--- src/rtl/hsc_pkg.sv ---
// ----------------------------------------------------------------------------
// hsc_pkg
// Shared types and constants for the hostname syntax checker.
// ----------------------------------------------------------------------------
package hsc_pkg;

   // Field and state widths
   localparam int CH_W         = 8;
   localparam int LABEL_LIM_W  = 6;
   localparam int NAME_LIM_W   = 8;
   localparam int LABEL_CNT_W  = 7;
   localparam int TOTAL_CNT_W  = 9;
   localparam int CSR_IDX_W    = 1;
   localparam int CSR_DATA_W   = 8;

   // Reset values of the limit registers
   localparam logic [LABEL_LIM_W-1:0] LABEL_LIM_RST = 6'd63;
   localparam logic [NAME_LIM_W-1:0]  NAME_LIM_RST  = 8'd255;

   // Counter ceilings
   localparam logic [LABEL_CNT_W-1:0] LABEL_CNT_MAX = '1;
   localparam logic [TOTAL_CNT_W-1:0] TOTAL_CNT_MAX = '1;

   // Special bytes
   localparam logic [CH_W-1:0] CH_NUL        = 8'h00;
   localparam logic [CH_W-1:0] CH_DOT        = 8'h2E;
   localparam logic [CH_W-1:0] CH_HYPHEN     = 8'h2D;
   localparam logic [CH_W-1:0] CH_UNDERSCORE = 8'h5F;
   localparam logic [CH_W-1:0] CH_DIGIT_LO   = 8'h30;
   localparam logic [CH_W-1:0] CH_DIGIT_HI   = 8'h39;
   localparam logic [CH_W-1:0] CH_UPPER_LO   = 8'h41;
   localparam logic [CH_W-1:0] CH_UPPER_HI   = 8'h5A;
   localparam logic [CH_W-1:0] CH_LOWER_LO   = 8'h61;
   localparam logic [CH_W-1:0] CH_LOWER_HI   = 8'h7A;

   // Register indexes
   localparam logic [CSR_IDX_W-1:0] CSR_LABEL_LIMIT = 1'd0;
   localparam logic [CSR_IDX_W-1:0] CSR_NAME_LIMIT  = 1'd1;

   // Status codes
   typedef enum logic [2:0] {
      ST_OK         = 3'd0,
      ST_EMPTY      = 3'd1,
      ST_LABEL_LONG = 3'd2,
      ST_BAD_DOT    = 3'd3,
      ST_BAD_HYPHEN = 3'd4,
      ST_BAD_CHAR   = 3'd5,
      ST_NUMERIC    = 3'd6,
      ST_TOO_LONG   = 3'd7
   } status_type;

   // Limit settings handed to the tracker
   typedef struct packed {
      logic [LABEL_LIM_W-1:0] label_limit;
      logic [NAME_LIM_W-1:0]  name_limit;
   } cfg_type;

   // One finished result
   typedef struct packed {
      status_type status;
      logic       name_ok;
   } result_type;

endpackage

--- src/rtl/hsc_csr.sv ---
// ----------------------------------------------------------------------------
// hsc_csr
// Limit registers, written through a plain write port.
// ----------------------------------------------------------------------------
module hsc_csr (
   input  logic                         clock,
   input  logic                         reset,
   input  logic                         csr_we,
   input  logic [hsc_pkg::CSR_IDX_W-1:0]  csr_index,
   input  logic [hsc_pkg::CSR_DATA_W-1:0] csr_wdata,
   output hsc_pkg::cfg_type             cfg
);
   import hsc_pkg::*;

   cfg_type cfg_ff, cfg_in;

   // Decode the write
   always_comb begin
      cfg_in = cfg_ff;
      if (csr_we) begin
         unique case (csr_index)
            CSR_LABEL_LIMIT: cfg_in.label_limit = csr_wdata[LABEL_LIM_W-1:0];
            CSR_NAME_LIMIT:  cfg_in.name_limit  = csr_wdata[NAME_LIM_W-1:0];
            default:         cfg_in = cfg_ff;
         endcase
      end
   end

   always_ff @(posedge clock) begin
      if (reset) begin
         cfg_ff.label_limit <= LABEL_LIM_RST;
         cfg_ff.name_limit  <= NAME_LIM_RST;
      end else begin
         cfg_ff <= cfg_in;
      end
   end

   assign cfg = cfg_ff;

endmodule

--- src/rtl/hsc_track.sv ---
// ----------------------------------------------------------------------------
// hsc_track
// Per-name scan state: counters, delimiter flags and the latched error.
// Produces one status when the terminating zero byte is taken.
// ----------------------------------------------------------------------------
module hsc_track (
   input  logic                     clock,
   input  logic                     reset,
   input  logic                     take,
   input  logic [hsc_pkg::CH_W-1:0] ch,
   input  hsc_pkg::cfg_type         cfg,
   output logic                     push,
   output hsc_pkg::result_type      result
);
   import hsc_pkg::*;

   logic [LABEL_CNT_W-1:0] label_cnt_ff, label_cnt_in;
   logic [TOTAL_CNT_W-1:0] total_cnt_ff, total_cnt_in;
   logic                   nondigit_ff, nondigit_in;
   logic                   prev_hyp_ff, prev_hyp_in;
   logic                   prev_dot_ff, prev_dot_in;
   status_type             err_ff, err_in;

   logic                   is_end;
   logic                   is_digit, is_letter, is_label_ch;
   logic [LABEL_CNT_W-1:0] label_inc;
   logic [TOTAL_CNT_W-1:0] total_inc;
   status_type             final_st;

   // Classify the byte
   assign is_end      = (ch == CH_NUL);
   assign is_digit    = (ch >= CH_DIGIT_LO) && (ch <= CH_DIGIT_HI);
   assign is_letter   = ((ch >= CH_UPPER_LO) && (ch <= CH_UPPER_HI)) ||
                        ((ch >= CH_LOWER_LO) && (ch <= CH_LOWER_HI));
   assign is_label_ch = is_digit || is_letter || (ch == CH_UNDERSCORE);

   // Saturating increments
   assign label_inc = (label_cnt_ff == LABEL_CNT_MAX) ? label_cnt_ff
                                                      : label_cnt_ff + 1'b1;
   assign total_inc = (total_cnt_ff == TOTAL_CNT_MAX) ? total_cnt_ff
                                                      : total_cnt_ff + 1'b1;

   // Pick the status for the end of the name
   always_comb begin
      if (err_ff != ST_OK)
         final_st = err_ff;
      else if (total_cnt_ff == '0)
         final_st = ST_EMPTY;
      else if (prev_hyp_ff)
         final_st = ST_BAD_HYPHEN;
      else if (prev_dot_ff)
         final_st = ST_BAD_DOT;
      else if (!nondigit_ff)
         final_st = ST_NUMERIC;
      else if (total_cnt_ff > {1'b0, cfg.name_limit})
         final_st = ST_TOO_LONG;
      else
         final_st = ST_OK;
   end

   // Advance the scan state by one byte
   always_comb begin
      label_cnt_in = label_cnt_ff;
      total_cnt_in = total_cnt_ff;
      nondigit_in  = nondigit_ff;
      prev_hyp_in  = prev_hyp_ff;
      prev_dot_in  = prev_dot_ff;
      err_in       = err_ff;
      if (take && is_end) begin
         // clear for the next name
         label_cnt_in = '0;
         total_cnt_in = '0;
         nondigit_in  = 1'b0;
         prev_hyp_in  = 1'b0;
         prev_dot_in  = 1'b0;
         err_in       = ST_OK;
      end else if (take && (err_ff == ST_OK)) begin
         total_cnt_in = total_inc;
         prev_hyp_in  = 1'b0;
         if (prev_hyp_ff && (ch == CH_DOT)) begin
            err_in = ST_BAD_HYPHEN;
         end else if (is_label_ch) begin
            label_cnt_in = label_inc;
            prev_dot_in  = 1'b0;
            if (label_inc > {1'b0, cfg.label_limit})
               err_in = ST_LABEL_LONG;
            else if (!is_digit)
               nondigit_in = 1'b1;
         end else if (ch == CH_DOT) begin
            if (label_cnt_ff == '0) begin
               err_in = ST_BAD_DOT;
            end else begin
               label_cnt_in = '0;
               prev_dot_in  = 1'b1;
            end
         end else if (ch == CH_HYPHEN) begin
            label_cnt_in = label_inc;
            prev_dot_in  = 1'b0;
            if (label_inc == LABEL_CNT_W'(1))
               err_in = ST_BAD_HYPHEN;
            else
               prev_hyp_in = 1'b1;
         end else begin
            err_in = ST_BAD_CHAR;
         end
      end
   end

   always_ff @(posedge clock) begin
      if (reset) begin
         label_cnt_ff <= '0;
         total_cnt_ff <= '0;
         nondigit_ff  <= 1'b0;
         prev_hyp_ff  <= 1'b0;
         prev_dot_ff  <= 1'b0;
         err_ff       <= ST_OK;
      end else begin
         label_cnt_ff <= label_cnt_in;
         total_cnt_ff <= total_cnt_in;
         nondigit_ff  <= nondigit_in;
         prev_hyp_ff  <= prev_hyp_in;
         prev_dot_ff  <= prev_dot_in;
         err_ff       <= err_in;
      end
   end

   assign push           = take && is_end;
   assign result.status  = final_st;
   assign result.name_ok = (final_st == ST_OK);

   // A latched error holds until the name ends
   a_err_holds: assert property (@(posedge clock) disable iff (reset)
      ((err_ff != ST_OK) && !(take && is_end)) |=> (err_ff == $past(err_ff)))
      else $error("latched error changed before the terminator");

   // Every name starts from a clean state
   a_clear_after_end: assert property (@(posedge clock) disable iff (reset)
      push |=> ((total_cnt_ff == '0) && (label_cnt_ff == '0) && (err_ff == ST_OK)))
      else $error("state not cleared after terminator");

   // Bytes after an error leave the total count alone
   a_total_frozen: assert property (@(posedge clock) disable iff (reset)
      ((err_ff != ST_OK) && !(take && is_end)) |=> $stable(total_cnt_ff))
      else $error("total count moved after an error");

   // A trailing delimiter never pairs with a nonempty label after a dot
   a_dot_clears_label: assert property (@(posedge clock) disable iff (reset)
      prev_dot_ff |-> (label_cnt_ff == '0))
      else $error("label count nonzero right after a dot");

endmodule

--- src/rtl/hsc_out.sv ---
// ----------------------------------------------------------------------------
// hsc_out
// Result register with valid/ready handshake toward the receiver.
// ----------------------------------------------------------------------------
module hsc_out (
   input  logic                clock,
   input  logic                reset,
   input  logic                push,
   input  hsc_pkg::result_type result,
   output logic                room,
   output logic                rsp_valid,
   input  logic                rsp_ready,
   output hsc_pkg::result_type rsp_data
);
   import hsc_pkg::*;

   logic       valid_ff, valid_in;
   result_type data_ff, data_in;

   // Free when empty or draining this cycle
   assign room = !valid_ff || rsp_ready;

   // Load on push, drop on take
   always_comb begin
      valid_in = valid_ff;
      data_in  = data_ff;
      if (push) begin
         valid_in = 1'b1;
         data_in  = result;
      end else if (rsp_ready) begin
         valid_in = 1'b0;
      end
   end

   always_ff @(posedge clock) begin
      if (reset) begin
         valid_ff <= 1'b0;
      end else begin
         valid_ff <= valid_in;
      end
   end

   always_ff @(posedge clock) begin
      data_ff <= data_in;
   end

   assign rsp_valid = valid_ff;
   assign rsp_data  = data_ff;

   // A push only lands in a free slot
   a_no_overwrite: assert property (@(posedge clock) disable iff (reset)
      push |-> room)
      else $error("result pushed into a full register");

   // The ok flag always agrees with the status
   a_ok_matches: assert property (@(posedge clock) disable iff (reset)
      valid_ff |-> (data_ff.name_ok == (data_ff.status == ST_OK)))
      else $error("name_ok disagrees with status");

   // A push always shows up as a pending result
   a_push_shows: assert property (@(posedge clock) disable iff (reset)
      push |=> valid_ff)
      else $error("pushed result not visible");

endmodule

--- src/rtl/hostname_syntax_checker_top.sv ---
// ----------------------------------------------------------------------------
// hostname_syntax_checker_top
// Hostname syntax checker: scans a name byte by byte and reports one status.
// ----------------------------------------------------------------------------
// Usage:
//   req_valid/req_ready/req_ch carry one name byte per item; a zero byte
//   ends the name. Nonzero bytes produce no result. The zero byte produces
//   one result item on rsp_valid/rsp_ready with rsp_status and rsp_name_ok.
//   The limits are written through csr_we/csr_index/csr_wdata (index 0 is
//   the label limit, index 1 the name limit) while the block is idle.
// Latency and throughput:
//   One byte per cycle while req_ready is high. The result of a zero byte is
//   valid on the cycle after acceptance, straight from the result register.
// Stall:
//   The single result register sets the rate: while a result waits and the
//   receiver holds rsp_ready low, req_ready is low. When rsp_ready is high a
//   new byte is taken in the same cycle the old result leaves.
// Reset:
//   Synchronous, active high. Clears the scan state and the result valid flag
//   and returns the limits to 63 and 255.
// ----------------------------------------------------------------------------
module hostname_syntax_checker_top (
   input  logic                           clock,
   input  logic                           reset,
   input  logic                           req_valid,
   output logic                           req_ready,
   input  logic [hsc_pkg::CH_W-1:0]       req_ch,
   output logic                           rsp_valid,
   input  logic                           rsp_ready,
   output logic [2:0]                     rsp_status,
   output logic                           rsp_name_ok,
   input  logic                           csr_we,
   input  logic [hsc_pkg::CSR_IDX_W-1:0]  csr_index,
   input  logic [hsc_pkg::CSR_DATA_W-1:0] csr_wdata
);
   import hsc_pkg::*;

   cfg_type    cfg;
   result_type result;
   result_type rsp_data;
   logic       push;
   logic       room;
   logic       take;

   // Limit registers
   hsc_csr u_csr (
      .clock     (clock),
      .reset     (reset),
      .csr_we    (csr_we),
      .csr_index (csr_index),
      .csr_wdata (csr_wdata),
      .cfg       (cfg)
   );

   // Accept a byte whenever the result register can take a result
   assign req_ready = room;
   assign take      = req_valid && room;

   // Scan state
   hsc_track u_track (
      .clock  (clock),
      .reset  (reset),
      .take   (take),
      .ch     (req_ch),
      .cfg    (cfg),
      .push   (push),
      .result (result)
   );

   // Result register
   hsc_out u_out (
      .clock     (clock),
      .reset     (reset),
      .push      (push),
      .result    (result),
      .room      (room),
      .rsp_valid (rsp_valid),
      .rsp_ready (rsp_ready),
      .rsp_data  (rsp_data)
   );

   assign rsp_status  = rsp_data.status;
   assign rsp_name_ok = rsp_data.name_ok;

endmodule

--- config.mk ---
export PLATFORM = sky130hd
export DESIGN_NAME = hostname_syntax_checker_top
export DESIGN_NICKNAME = d
export VERILOG_FILES = /design/src/rtl/hsc_pkg.sv /design/src/rtl/hsc_csr.sv /design/src/rtl/hsc_track.sv /design/src/rtl/hsc_out.sv /design/src/rtl/hostname_syntax_checker_top.sv
export SDC_FILE = /design/constraint.sdc
export NUM_CORES = 1
export LEC_CHECK = 0
export ABC_AREA = 1
export BUFFER_PORTS_ARGS = -buffer_cell sky130_fd_sc_hd__buf_2
export CAP_MARGIN = 20
export CELL_PAD_IN_SITES_DETAIL_PLACEMENT = 2
export CELL_PAD_IN_SITES_GLOBAL_PLACEMENT = 2
export CORE_MARGIN = 4
export CORE_UTILIZATION = 33
export DETAILED_ROUTE_END_ITERATION = 6
export MAX_ROUTING_LAYER = met4
export PLACE_DENSITY_LB_ADDON = 0.1
export SYNTH_ARGS = -nofsm -noshare
export SYNTH_HDL_FRONTEND = slang
export SYNTH_SLANG_ARGS = --single-unit
--- constraint.sdc ---
create_clock -name clock -period 2.5 [get_ports clock]
set_input_delay 0.125 -clock clock [delete_from_list [all_inputs] [get_ports clock]]
set_output_delay 0.125 -clock clock [all_outputs]
set_load 0.02 [all_outputs]
# --- Yosys cells after proc, flatten, opt, wreduce, memory -nomap -nowiden ---
# Cells that the tools add are included.
classes:
  n_addsub: 2
  multipliers: 0
  n_div: 0
  magnitude_cmp: 8
  eq_ne: 10
  shift: 0
  mux: 29
  bitwise_logic: 5
  reduce_logical: 27
op_table:
  columns: ["operator", "n"]
  rows:
  - ["$mux 3", 13]
  - ["$mux 7", 5]
  - ["$eq 8x6->1 const B", 2]
  - ["$ge 8x7->1 const B", 2]
  - ["$le 8x7->1 const B", 2]
  - ["$mux 1", 11]
  - ["$add 9x1->9 const B", 1]
  - ["$eq 9x9->1 const B", 1]
  - ["$gt 9x8->1", 1]
  - ["$logic_not 9->1", 1]
  - ["$eq 8x7->1 const B", 1]
  - ["$ge 8x6->1 const B", 1]
  - ["$le 8x6->1 const B", 1]
  - ["$logic_not 8->1", 1]
  - ["$reduce_and 4->1", 2]
  - ["$add 7x1->7 const B", 1]
  - ["$eq 7x1->1 const B", 1]
  - ["$eq 7x7->1 const B", 1]
  - ["$gt 7x6->1", 1]
  - ["$logic_and 1x1->1", 7]
  - ["$logic_not 7->1", 1]
  - ["$logic_not 3->1", 2]
  - ["$reduce_and 2->1", 3]
  - ["$reduce_bool 3->1", 2]
  - ["other kinds (10)", 17]
totals:
  register_bits: 41
  latch_bits: 0
  ram_bits: 0
  rom_bits: 0
  out_inout_bits: 6
  wordCells: 92
  mem_count: 0

# --- Longest topological paths before layout ---
depth:
  depth_word: 8
  depth_mapped: 19
  depth_no_buf: 18

# --- Hierarchy ---
# A second synthesis with hierarchy kept.
hier_totals:
  cells_unflattened: 380
  area_unflattened_um2: 2606.2
modules_own_cells:
  columns: ["module", "n_inst", "cells_each", "area_each_um2", "seq_area_each_um2"]
  rows:
  - ["hsc_track", 1, 305, 1900.6, 440.4]
  - ["hsc_csr", 1, 64, 535.5, 280.3]
  - ["hsc_out", 1, 9, 162.7, 140.1]
  - ["hostname_syntax_checker_top", 1, 2, 7.5, 0.0]

# --- Least setup slack after synthesis ---
# OpenSTA, ideal clock, no wires.
synth_path:
  kind: "flip-flop to flip-flop"
  start: "register u_track.label_cnt_ff[0]"
  end: "register u_track.err_ff[2]"
  setup_time_ns: 0.115
  t_arrival_ns: 2.018
  required_ns: 2.385
  path_slack_ns: 0.367
  stages_incl_launch_ff: 15
  synth_period_minus_slack_ns: 2.133
  path_cell_list: "dfxtp_1 > ha_1 > nand2_2 > nor2_4 > nand2_2 > buf_6 > nand3_1 > ha_1 > a21o_1 > a211oi_1 > nand2_1 > nand2_1 > nand2_2 > a21oi_1 > nor2_1"
synth_between:
  elab_chain_len: 5
  elab_cells_between_ends: 10
synth_rtl:
  columns: ["element", "line", "rtl"]
  rows:
  - ["from (decl)", "hsc_track.sv:17", "logic [LABEL_CNT_W-1:0] label_cnt_ff, label_cnt_in;"]
  - ["from (signal assigned)", "hsc_track.sv:118", "label_cnt_ff <= label_cnt_in;"]
  - ["$add 7x1->7 or $eq 7x7->1 (tied branches)", "hsc_track.sv:39, hsc_track.sv:38", null]
  - ["$mux 7", "hsc_track.sv:38", "assign label_inc = (label_cnt_ff == LABEL_CNT_MAX) ? label_cnt_ff"]
  - ["$gt 7x6->1 or $eq 7x1->1 (tied branches)", "hsc_track.sv:85, hsc_track.sv:99", null]
  - ["$ne 3x3->1 (no line) or $ne 5x2->1 (tied branches)", null, null]
  - ["$reduce_and 4->1 (no line) *", null, null]
  - ["to (signal assigned)", "hsc_track.sv:123", "err_ff <= err_in;"]
  - ["to (decl)", "hsc_track.sv:22", "status_type err_ff, err_in;"]
# Every way passes the cells marked *; elsewhere a longest branch is shown, timed or not.
# A chain may end at the register's enable or synchronous reset.

# --- Worst setup path after layout ---
layout_path:
  start: "register u_track.label_cnt_ff[0]"
  end: "register u_track.err_ff[0]"
# Same word-level chain as after synthesis.

==> implementation parameters <==
Parameter                              Value

Die
  Chip height    around 96 microns
  Core box area    7410 sq um
  X dimension of the die    96.1 microns
  Starting density of the core    0.345
  Area enclosed by the die boundary    9230 sq um
  Std-Cell Rows    31
  Count of pins on the block boundary    28

Yosys
  Largest family of logic cells by synthesized area    simple AND/OR/NAND/NOR gates
  Post-synth design cell area    2560 sq um
  Synthesized area per cell    slightly above 7 sq um
  Synth cell types    37
  Fraction of synthesized cell area taken by the top area cell type    0.289
  Primary flip-flop cell chosen by synthesis mapping    sky130_fd_sc_hd__dfxtp_1
  Most frequently used cell type in the post-synthesis netlist    sky130_fd_sc_hd__nand2_1
  Simple-gate share of the synthesized area    0.322
  Fraction of the mapped netlist area in compound gates    0.145
  Number of synthesized flops with an enable pin    4
  #FFs+latches synth    roughly 40
  Adder-cell share of the synthesized area    0.0880
  Part of the Yosys area used for sequential elements    0.336
  Proportion of register bits with asynchronous set or reset after synthesis    0
  Mapped Nets    approximately 390
  Post-synthesis instance total    353
  Post-Synth XOR/XNOR Area    0.00685
  Dominant cells by area after synthesis    sky130_fd_sc_hd__dfxtp_1 (29%), sky130_fd_sc_hd__nand2_1 (11%), sky130_fd_sc_hd__ha_1 (8.8%), sky130_fd_sc_hd__inv_1 (7.9%), sky130_fd_sc_hd__nand3_1 (5.1%)
  Most area-hungry cell type in the Yosys netlist    sky130_fd_sc_hd__dfxtp_1
  Multiplexer area fraction after synthesis    0
  Most common library cells after synthesis    sky130_fd_sc_hd__nand2_1 (73), sky130_fd_sc_hd__inv_1 (54), sky130_fd_sc_hd__dfxtp_1 (37)
  Synth warnings    0

GRT
  Antenna violations before repair    0
  First-pass GRT wire length    13000 microns
  Residual overflow from global routing    0
  GRT Resource Usage Total    0.189
  Vias in the first global route    2677
  Maximum number of pins on one net before global-route repair    16

Timing
  Max Transition Viols Final    0
  Final period utilization    0.907
  Upper clock frequency limit    441 MHz
  Unrepaired setup endpoints after global routing    false
  Setup Total Neg Slack    0 ns
  Final Setup Violations    0
  Total count of hold-check failures in the final report    0
  Least-Margin Pin Slew    approximately 0.66 ns
  Relative max-transition margin    0.558
  Setup skew after layout    0.00453 ns
  Crit path time final    2.27 ns

Drt
  Total number of vias    2428
  # DRC    0
  Number of DRC violations after detailed-routing iteration 0    50
  Number of nets with antenna violations after routing    0
  Vias per cell    5.01
  Final routed wire length divided by cell count    about 16 microns
  Aggregate routed wire length    7580 microns
  Number of search-and-repair iterations in the first detailed-routing pass    4

Power
  P_leak    1.40 nW
  Peak supply drop    0.266 mV
  Power per cell area    approximately 540 nW/um^2

Clocking
  Total clock buffers created by CTS    5
  Clock tree from TritonCTS    built
  Clock Tree Root    sky130_fd_sc_hd__clkbuf_8
  Clock sinks    41
  Post-CTS setup buffer count    0
  Clock latency of the later-clocked register in the worst-skew pair    about 0.30 ns
  Clock slew at reported path FFs    0.08 ns
  H-tree levels    2
  Clock tree buffer depth    2

Layout
  Nets@finish    425
  Final instance area    ~3000 sq um
  Share of layout cells above drive strength 1    0.205
  # fillers    about 920
  Layout area overhead    15.6%
  Total inserted antenna cells    0

Hold path
  Class of the tightest hold or removal check    input pin to flip-flop

Setup path
  CP Capture Type    flip-flop
  Type of element launching the critical path    flip-flop
  Largest fanout of any net on the critical path    11
  R2R Setup Slk    0.23 ns
  Data arrival, critical path    2.51 ns
  Setup Crit Path Kind    flip-flop to flip-flop
  CP required    2.74 ns

Placed design
  Gpl congestion    0.821
  Half-perimeter wire length of the detailed placement result    5840 microns
  Number of buffers added on ports    27
  Placed Area    2800 sq um

Run status
  Run status    finished clean

Flow run
  Number of maximum-capacitance violations    0
-- logic make-up after synthesis --
| logic type | count (synthesis) |
|---|---|
| adder cells (fa/ha/maj) | 18 |
| AND/OR/NAND/NOR | 168 |
| flip-flops | 41 |
| buffers and inverters | 65 |
| XOR/XNOR | 2 |
| AO/OA/AOI/OAI | 59 |
-- worst max-delay path, cell delays in order, from the launching register on --
cell                      delay, ns
sky130_fd_sc_hd__dfxtp_4       0.37
sky130_fd_sc_hd__ha_2          0.20
sky130_fd_sc_hd__nand2_2       0.09
sky130_fd_sc_hd__nor2_4        0.05
sky130_fd_sc_hd__nand2_4       0.12
sky130_fd_sc_hd__nand2_1       0.08
sky130_fd_sc_hd__nor2_2        0.12
sky130_fd_sc_hd__inv_1         0.06
sky130_fd_sc_hd__ha_1          0.32
sky130_fd_sc_hd__nand3_1       0.10
sky130_fd_sc_hd__nor2_2        0.14
sky130_fd_sc_hd__nand2_1       0.07
sky130_fd_sc_hd__nand2_1       0.05
sky130_fd_sc_hd__nand2_1       0.07
sky130_fd_sc_hd__nand2_2       0.10
sky130_fd_sc_hd__nand3_1       0.10
sky130_fd_sc_hd__a21oi_2       0.15
-- per-layer routing --
layer  wire, microns  global-route usage  part of all wire
met1            3290               0.204              0.43
met3             166              0.0407             0.022
met4             108              0.0498             0.014
met2            4020               0.348              0.53
met5               0                   -                 0
-- sequential cells by signal (all words and copies together), names as in the netlist --
name	cells
u_csr.cfg	14
u_out.rsp_data	4
u_out.rsp_valid	1
u_track.err_ff	3
u_track.label_cnt_ff	7
u_track.nondigit_ff	1
u_track.prev_dot_ff	1
u_track.prev_hyp_ff	1
u_track.total_cnt_ff	9
-- per-stage QoR --
step / setup slack (ns) / cells / hold WS (ns) / utilization / total power [mW]
floorplan: 0.367 / 353 / 0.194 / - / 0.933
global placement: 0.241 / 476 / 0.300 / 0.378 / 1.02
detailed placement: 0.0964 / 476 / 0.314 / 0.378 / 1.03
CTS: 0.0638 / 485 / 0.0283 / 0.395 / 1.62
global route: 0.0112 / 485 / 0.0300 / 0.399 / 1.71
finish: 0.233 / 485 / 0.0393 / 0.399 / 1.60
-- path summary, 6_finish.rpt --
check | end | from | depth (start not counted)
hold reg to reg | u_track.prev_dot_ff$_SDFFE_PP0P_ | u_track.prev_dot_ff$_SDFFE_PP0P_ | 2
hold / removal | u_csr.cfg[7]$_SDFFE_PP1P_ | csr_wdata[7] | 3
setup / recovery | u_track.err_ff[0]$_SDFFE_PP0P_ | u_track.label_cnt_ff[0]$_SDFFE_PP0P_ | 16
setup reg to reg | u_track.err_ff[0]$_SDFFE_PP0P_ | u_track.label_cnt_ff[0]$_SDFFE_PP0P_ | 16
-- layout by cell type (no fill, tap or decap), types with 2 or more instances in the layout --
master,n
sky130_fd_sc_hd__nor3_1,6
sky130_fd_sc_hd__dfxtp_2,2
sky130_fd_sc_hd__o21a_1,2
sky130_fd_sc_hd__nand3_1,26
sky130_fd_sc_hd__nand4_1,5
sky130_fd_sc_hd__edfxtp_1,4
sky130_fd_sc_hd__inv_1,54
sky130_fd_sc_hd__clkbuf_8,6
sky130_fd_sc_hd__buf_4,2
sky130_fd_sc_hd__dfxtp_1,34
sky130_fd_sc_hd__nor4_1,2
sky130_fd_sc_hd__nand3b_1,4
sky130_fd_sc_hd__a21oi_2,9
sky130_fd_sc_hd__buf_2,27
sky130_fd_sc_hd__nor2_1,27
sky130_fd_sc_hd__nand2_2,9
sky130_fd_sc_hd__nor2_2,6
sky130_fd_sc_hd__nand2_1,73
sky130_fd_sc_hd__inv_2,5
sky130_fd_sc_hd__o21ai_0,8
sky130_fd_sc_hd__o21ai_1,4
sky130_fd_sc_hd__ha_1,17
sky130_fd_sc_hd__o211ai_1,13
sky130_fd_sc_hd__nand3_2,3
sky130_fd_sc_hd__a21oi_1,18
-- power breakdown --
group	internal [mW]	switching [mW]
Combinational	0.103	0.197
Clock	0.326	0.248
Sequential	0.700	0.0238
-- what timing repair did --
item	4_1_cts	5_1_grt
resized for setup	0	11
hold buffers	1	0
endpoints found under the setup margin	0	4
endpoints found under the hold margin	1	0
-- layout make-up --
type,count,area (sq um),area share
Clock inverter,1,30.0,0.0102
Timing Repair Buffer,30,160,0.0542
Multi-Input combinational cell,247,1460,0.495
Tap cell,99,124,0.0419
Sequential cell,41,867,0.293
Inverter,60,225,0.0762
Clock buffer,7,86.3,0.0292
Power figures use the tool's default switching activity.
